File: src/hpr_pkg.sv
`default_nettype none
package hpr_pkg;
   localparam int THREADS = 8;
   localparam int SLOTS_PER_THREAD = 4;
   localparam int RETIRE_DEPTH = 32;
   localparam int ADDR_BITS = 48;
   localparam int NSLOTS = THREADS * SLOTS_PER_THREAD;
   localparam int TID_W = 3;
   localparam int SLOT_W = 2;
   localparam int RD_W = $clog2(RETIRE_DEPTH);
   localparam int CNT_W = $clog2(RETIRE_DEPTH + 1);
   localparam int MEM_W = $clog2(THREADS * RETIRE_DEPTH);
   localparam int HS_W = $clog2(NSLOTS);

   typedef enum logic [1:0] {
      KIND_RESERVE   = 2'd0,
      KIND_CLEAR_ONE = 2'd1,
      KIND_CLEAR_ALL = 2'd2,
      KIND_RETIRE    = 2'd3
   } kind_type;

   localparam logic [1:0] REG_COLLECT_ENABLE = 2'd0;
   localparam logic [1:0] REG_SCAN_FREQUENCY = 2'd1;

   // controller to datapath
   typedef struct packed {
      logic capture;    // latch request
      logic table_op;   // apply reserve or clear
      logic retire_wr;  // append retired pointer
      logic scan_init;  // start walk of list
      logic scan_rd;    // issue memory read at read index
      logic scan_eval;  // evaluate fetched entry
      logic scan_done;  // commit surviving count
      logic emit_ovf;   // load overflow result
   } cmd_type;

   // datapath to controller
   typedef struct packed {
      logic is_retire;
      logic is_null;
      logic list_full;
      logic want_scan;
      logic scan_empty;   // nothing left to read
      logic entry_free;   // evaluated entry is unprotected
      logic out_busy;     // output register holds a result not taken
      logic any_freed;    // a freed result is held back
   } stat_type;
endpackage
`default_nettype wire

File: src/hpr_controller.sv
`default_nettype none
module hpr_controller (
   input  wire logic clock,
   input  wire logic reset,
   input  wire logic req_valid,
   output logic req_ready,
   input  wire hpr_pkg::stat_type stat,
   output hpr_pkg::cmd_type cmd
);
   import hpr_pkg::*;

   typedef enum logic [5:0] {
      ST_IDLE  = 6'b00_0001,
      ST_EXEC  = 6'b00_0010,
      ST_READ  = 6'b00_0100,
      ST_EVAL  = 6'b00_1000,
      ST_WAIT  = 6'b01_0000,
      ST_DONE  = 6'b10_0000
   } state_type;

   state_type state_ff, state_in;

   // held output slot: busy when a result is not yet taken
   logic out_full;
   assign out_full = stat.out_busy;

   always_comb begin
      state_in = state_ff;
      cmd = '0;
      req_ready = 1'b0;
      unique case (state_ff)
         ST_IDLE: begin
            req_ready = !out_full;
            if (req_valid && !out_full) begin
               cmd.capture = 1'b1;
               state_in = ST_EXEC;
            end
         end
         ST_EXEC: begin
            if (!stat.is_retire) begin
               cmd.table_op = 1'b1;
               state_in = ST_IDLE;
            end else if (stat.is_null) begin
               state_in = ST_IDLE;
            end else if (stat.list_full) begin
               cmd.emit_ovf = 1'b1;
               state_in = ST_IDLE;
            end else begin
               cmd.retire_wr = 1'b1;
               if (stat.want_scan) begin
                  cmd.scan_init = 1'b1;
                  state_in = ST_READ;
               end else state_in = ST_IDLE;
            end
         end
         ST_READ: begin
            if (stat.scan_empty) state_in = ST_DONE;
            else begin
               cmd.scan_rd = 1'b1;
               state_in = ST_WAIT;
            end
         end
         ST_WAIT: begin
            // memory data lands in the read register
            state_in = ST_EVAL;
         end
         ST_EVAL: begin
            // a freed entry pushes the held result out, so the output must be free
            if (!(stat.entry_free && stat.any_freed && out_full)) begin
               cmd.scan_eval = 1'b1;
               state_in = ST_READ;
            end
         end
         ST_DONE: begin
            // the held result goes out with the last marker
            if (!(stat.any_freed && out_full)) begin
               cmd.scan_done = 1'b1;
               state_in = ST_IDLE;
            end
         end
         default: state_in = ST_IDLE;
      endcase
   end

   always_ff @(posedge clock) begin
      if (reset) state_ff <= ST_IDLE;
      else state_ff <= state_in;
   end
endmodule
`default_nettype wire

File: config.mk
export PLATFORM = sky130hd
export DESIGN_NAME = hpr_controller
export DESIGN_NICKNAME = d
export VERILOG_FILES = /design/src/hpr_pkg.sv /design/src/hpr_controller.sv
export SDC_FILE = /design/constraint.sdc
export NUM_CORES = 1
export LEC_CHECK = 0
export ABC_AREA = 1
export BUFFER_PORTS_ARGS = -buffer_cell sky130_fd_sc_hd__buf_2
export CORE_AREA = 3 3 40 42
export CTS_BUF_LIST = sky130_fd_sc_hd__clkbuf_8
export DETAILED_ROUTE_END_ITERATION = 10
export DIE_AREA = 0 0 43 45
export GPL_TIMING_DRIVEN = 0
export HOLD_SLACK_MARGIN = 0.06
export PLACE_DENSITY_LB_ADDON = 0.1
export SYNTH_ARGS = -nofsm -noshare
export SYNTH_HDL_FRONTEND = slang
export SYNTH_SLANG_ARGS = --single-unit
File: constraint.sdc
create_clock -name clock -period 3.35 [get_ports clock]
set_input_delay 0.1675 -clock clock [delete_from_list [all_inputs] [get_ports clock]]
set_output_delay 0.1675 -clock clock [all_outputs]
set_load 0.01 [all_outputs]
* Word level (Yosys, flattened, before mapping)
Cells that the tools add are included.
** Operators by class
- Mux-type cells :: 28
- Reductions and logical operators :: 6
- Equality and inequality tests :: 9
** Operators by type and width (number)
- two-way mux 6 bit :: 7
- case mux 6 bit (6 select lines) :: 1
- two-way mux 1 bit :: 15
- == test 6 x 1 -> 1 bit, second input constant :: 1
- == test 6 x 2 -> 1 bit, second input constant :: 1
- == test 6 x 3 -> 1 bit, second input constant :: 1
- == test 6 x 4 -> 1 bit, second input constant :: 1
- == test 6 x 5 -> 1 bit, second input constant :: 1
- == test 6 bit, second input constant :: 1
- two-way mux 2 bit :: 3
- two-way mux 3 bit :: 2
- != test 2 bit, second input constant :: 3
- logical AND 1 bit :: 4
- AND reduction 3 bit :: 1
- logical NOT 1 bit :: 1
** Word-level totals
- Input port bits :: 11
- Register bits :: 6

* Depth between registers and ports, before layout
- Word-level depth :: 5
- Mapped depth :: 7
- Gate-level depth less buffers :: 7

* Least setup slack after synthesis
Ideal clock, no wire load.
- Path type :: register to output
- Start :: register state_ff[0]
- End :: output port cmd[7] (netlist bit)
- Slack :: 2.200 ns
- Arrival :: 0.983 ns
- Cell stages (with the launch flop) :: 5
- Buffers on the path :: 0
- Cells stage by stage :: dfxtp_1 inv_1 nor2_1 nand3_1 nor3b_1
** RTL lines
- from (decl) :: line hpr_controller.sv:21 : state_type state_ff, state_in;
- from (signal assigned) :: line hpr_controller.sv:87 : else state_ff <= state_in;
- to (decl) :: line hpr_controller.sv:8 : output hpr_pkg::cmd_type cmd

==> run_results.csv <==
group,metric,value,unit
final_layout,drive_gt1_frac,0.387,
run_status,outcome,"completed",
global_routing,track_usage,0.111,
die,start_util,0.364,
timing,fin_worst_hold_slack,0.209,ns
die,die_w,43,um
synthesis,async_reset_ff_frac,0,
die,io_pins,20,
timing,skew,0.000853,ns
worst_setup_path,cp-end-kind,"primary output",
global_routing,antenna_found_initial,0,
timing,finalMaxSlewViolations,0,
final_layout,max_flop_register,"state_ff",
final_layout,area_delta_synth_final,33.2,%
power,p_sw,0.0745,mW
drt,routedWlPerCell,9.00,um
timing,layout_min_cycle_time,1.53,ns
drt,drt_iter0_markers,4,
final_layout,n_fill_cell,140,
power,power_frac_clock,0.416,
final_layout,n_antenna_cell,0,
clock_tree,hold_buffers,0,
synthesis,yosys-top-cells-area,"dfxtp_1 26%, nor2_1 12%, inv_1 11%, nand3_2 8.6%, nand3_1 6.4%",
power,pwr-share-comb,0.260,
clock_tree,insertion_delay,0.22,ns
flow_run,cap_viol_max_count,0,
worst_setup_path,required,3.18,ns
die,die_area,0.00194,sq mm
clock_tree,cts_setup_buffers,0,
place,io_buffers,19,
synthesis,netlist_instances,71,
place,placed_area,582,sq um
clock_tree,htree_num_levels,1,
timing,rsz0062_at_grt,"false",
clock_tree,clkTransAtPathRegs,0.03,ns
power,p_int,0.181,mW
clock_tree,ctsResizeCount,0,
clock_tree,cts_tree,"yes",
synthesis,syn_avg_cell_area,6.59,sq um
synthesis,ys.flop_type,"dfxtp_1",
global_routing,gr-total-overflow,0,
timing,tightest_slew,0.199,ns
synthesis,synth_seq_cells,6,
synthesis,syn-num-nets,82,
global_routing,grt_pass1_vias,426,
timing,hold_viol,0,
drt,dr.pass1.iters,2,
power,power_density,410,mW/mm^2
clock_tree,root_buffer,"clkbuf_8",
timing,timing.setup.tns,0,ns
min_path,hp-class,"input pin to register",
power,switching_share,0.292,
synthesis,netlist-cell-type-count,19,
synthesis,synth.most_common_cell,"nor2_1",
drt,routed_wl,972,um
worst_setup_path,critPathMaxFanout,7,
final_layout,largest_reg_flops,6,
synthesis,synth_edf_count,0,
worst_setup_path,crit_type,"register to primary output",
power,power.leakage,0.342,nW
worst_setup_path,arrival,1.36,ns
synthesis,netlist_area,468,sq um
drt,drc,0,
place,place_hpwl,815,um
clock_tree,clkSinkCount,6,
final_layout,largestRegisters,"state_ff: 6 flops",
clock_tree,ctsLongestPathBuffers,2,
power,power_frac_seq,0.324,
worst_setup_path,startpoint_type,"register",
final_layout,fin_nets,106,
global_routing,grt_max_degree,8,
die,die_h,45,um
synthesis,ys.warnings.count,0,
timing,fmax,655,MHz
place,gp_congestion,0.721,
power,vdd_ir_drop_max,0.000211,V
synthesis,synth.largest_area_cell,"dfxtp_1",
drt,vias_per_cell,4.48,
timing,period_share,0.456,
timing,slew_headroom,0.867,
clock_tree,cts_buffers,3,
die,num_rows,13,
final_layout,final_cell_area,623,sq um
synthesis,synth_commonest_cells,"15 x nor2_1, 14 x inv_1, 6 x dfxtp_1, 6 x nand2_1, 6 x nand3_1",
synthesis,yosys.area.top_type_share,0.257,
synthesis,synth_seq_area_share,0.257,
drt,drtAntennaViolNets,0,
timing,finalSetupViolCount,0,
drt,via_count,484,
die,core,0.00128,sq mm
global_routing,grt_pass1_wl,1.62,mm
-- metrics by stage --
step | cells | worst slack (ns) | utilization | power [mW]
after global routing | 108 | 1.72 | 0.485 | 0.271
after CTS | 108 | 1.81 | 0.485 | 0.259
after detailed placement | 105 | 2.04 | 0.453 | 0.151
after global placement | 105 | 2.05 | 0.453 | 0.150
after floorplan | 71 | 2.20 | - | 0.131
final | 108 | 1.82 | 0.485 | 0.255
-- layer usage --
layer / global-route usage / vias up / part of all wire
met1: 0.130 / 193 / 0.46
met2: 0.183 / 21 / 0.43
met3: 0.0120 / 2 / 0.087
li1: - / 268 / -
met4: 0.0904 / 0 / 0.014
met5: 0 / - / 0
-- cell type report --
type,count,area [sq um],area share
timing repair buffer,19,95.1,0.153
sequential,6,120,0.193
buffer,1,7.51,0.0120
inverter,15,56.3,0.0904
multi-input combinational,49,284,0.456
tap,15,18.8,0.0301
clock buffer,3,41.3,0.0663
-- critical path: stages, from the launching register on --
cell and delay, ns:
dfxtp_1 0.33, nor2_4 0.20, nand3_2 0.11, or2_1 0.25, inv_1 0.06, buf_4 0.09, buf_2 0.11
-- cells by family (layout without fill, tap and decap cells) --
| logic type | after synthesis | after routing | synth area share |
|---|---|---|---|
| DFF | 6 | 6 | 0.257 |
| AOI/OAI and AO/OA | 4 | 4 | 0.0615 |
| and+or+nand+nor | 45 | 45 | 0.545 |
| buffers and inverters | 16 | 38 | 0.136 |
-- power by group through the flow --
| stage | Combinational (mW) | Sequential (mW) | Clock, mW |
|---|---|---|---|
| final | 0.0665 | 0.0826 | 0.106 |
| after global routing | 0.0751 | 0.0832 | 0.112 |
| after CTS | 0.0671 | 0.0827 | 0.109 |
| after detailed placement | 0.0668 | 0.0838 | 0 |
| after global placement | 0.0661 | 0.0835 | 0 |
| after floorplan | 0.0478 | 0.0833 | 0 |
-- path summary, 6_finish.rpt --
path	start	end	slack (ns)	cells past startpoint
setup / recovery	state_ff[5]	cmd[3]	1.82	6
hold / removal	reset	state_ff[4]	0.21	2
setup reg to reg	state_ff[2]	state_ff[0]	2.20	7
hold reg to reg	state_ff[2]	state_ff[5]	0.59	4
-- layout by cell type, fill, tap and decap left out, types with 2 or more instances in the layout --
cell       n
nor2_1    15
clkbuf_8   3
nand3_1    6
a21oi_1    2
nand4_1    3
nor2_4     2
dfxtp_1    6
nor3_1     2
nor2_2     2
nand3_2    4
nor3_2     2
inv_1     14
nand2_1    6
buf_2     19
Power figures use the tool's default switching activity.
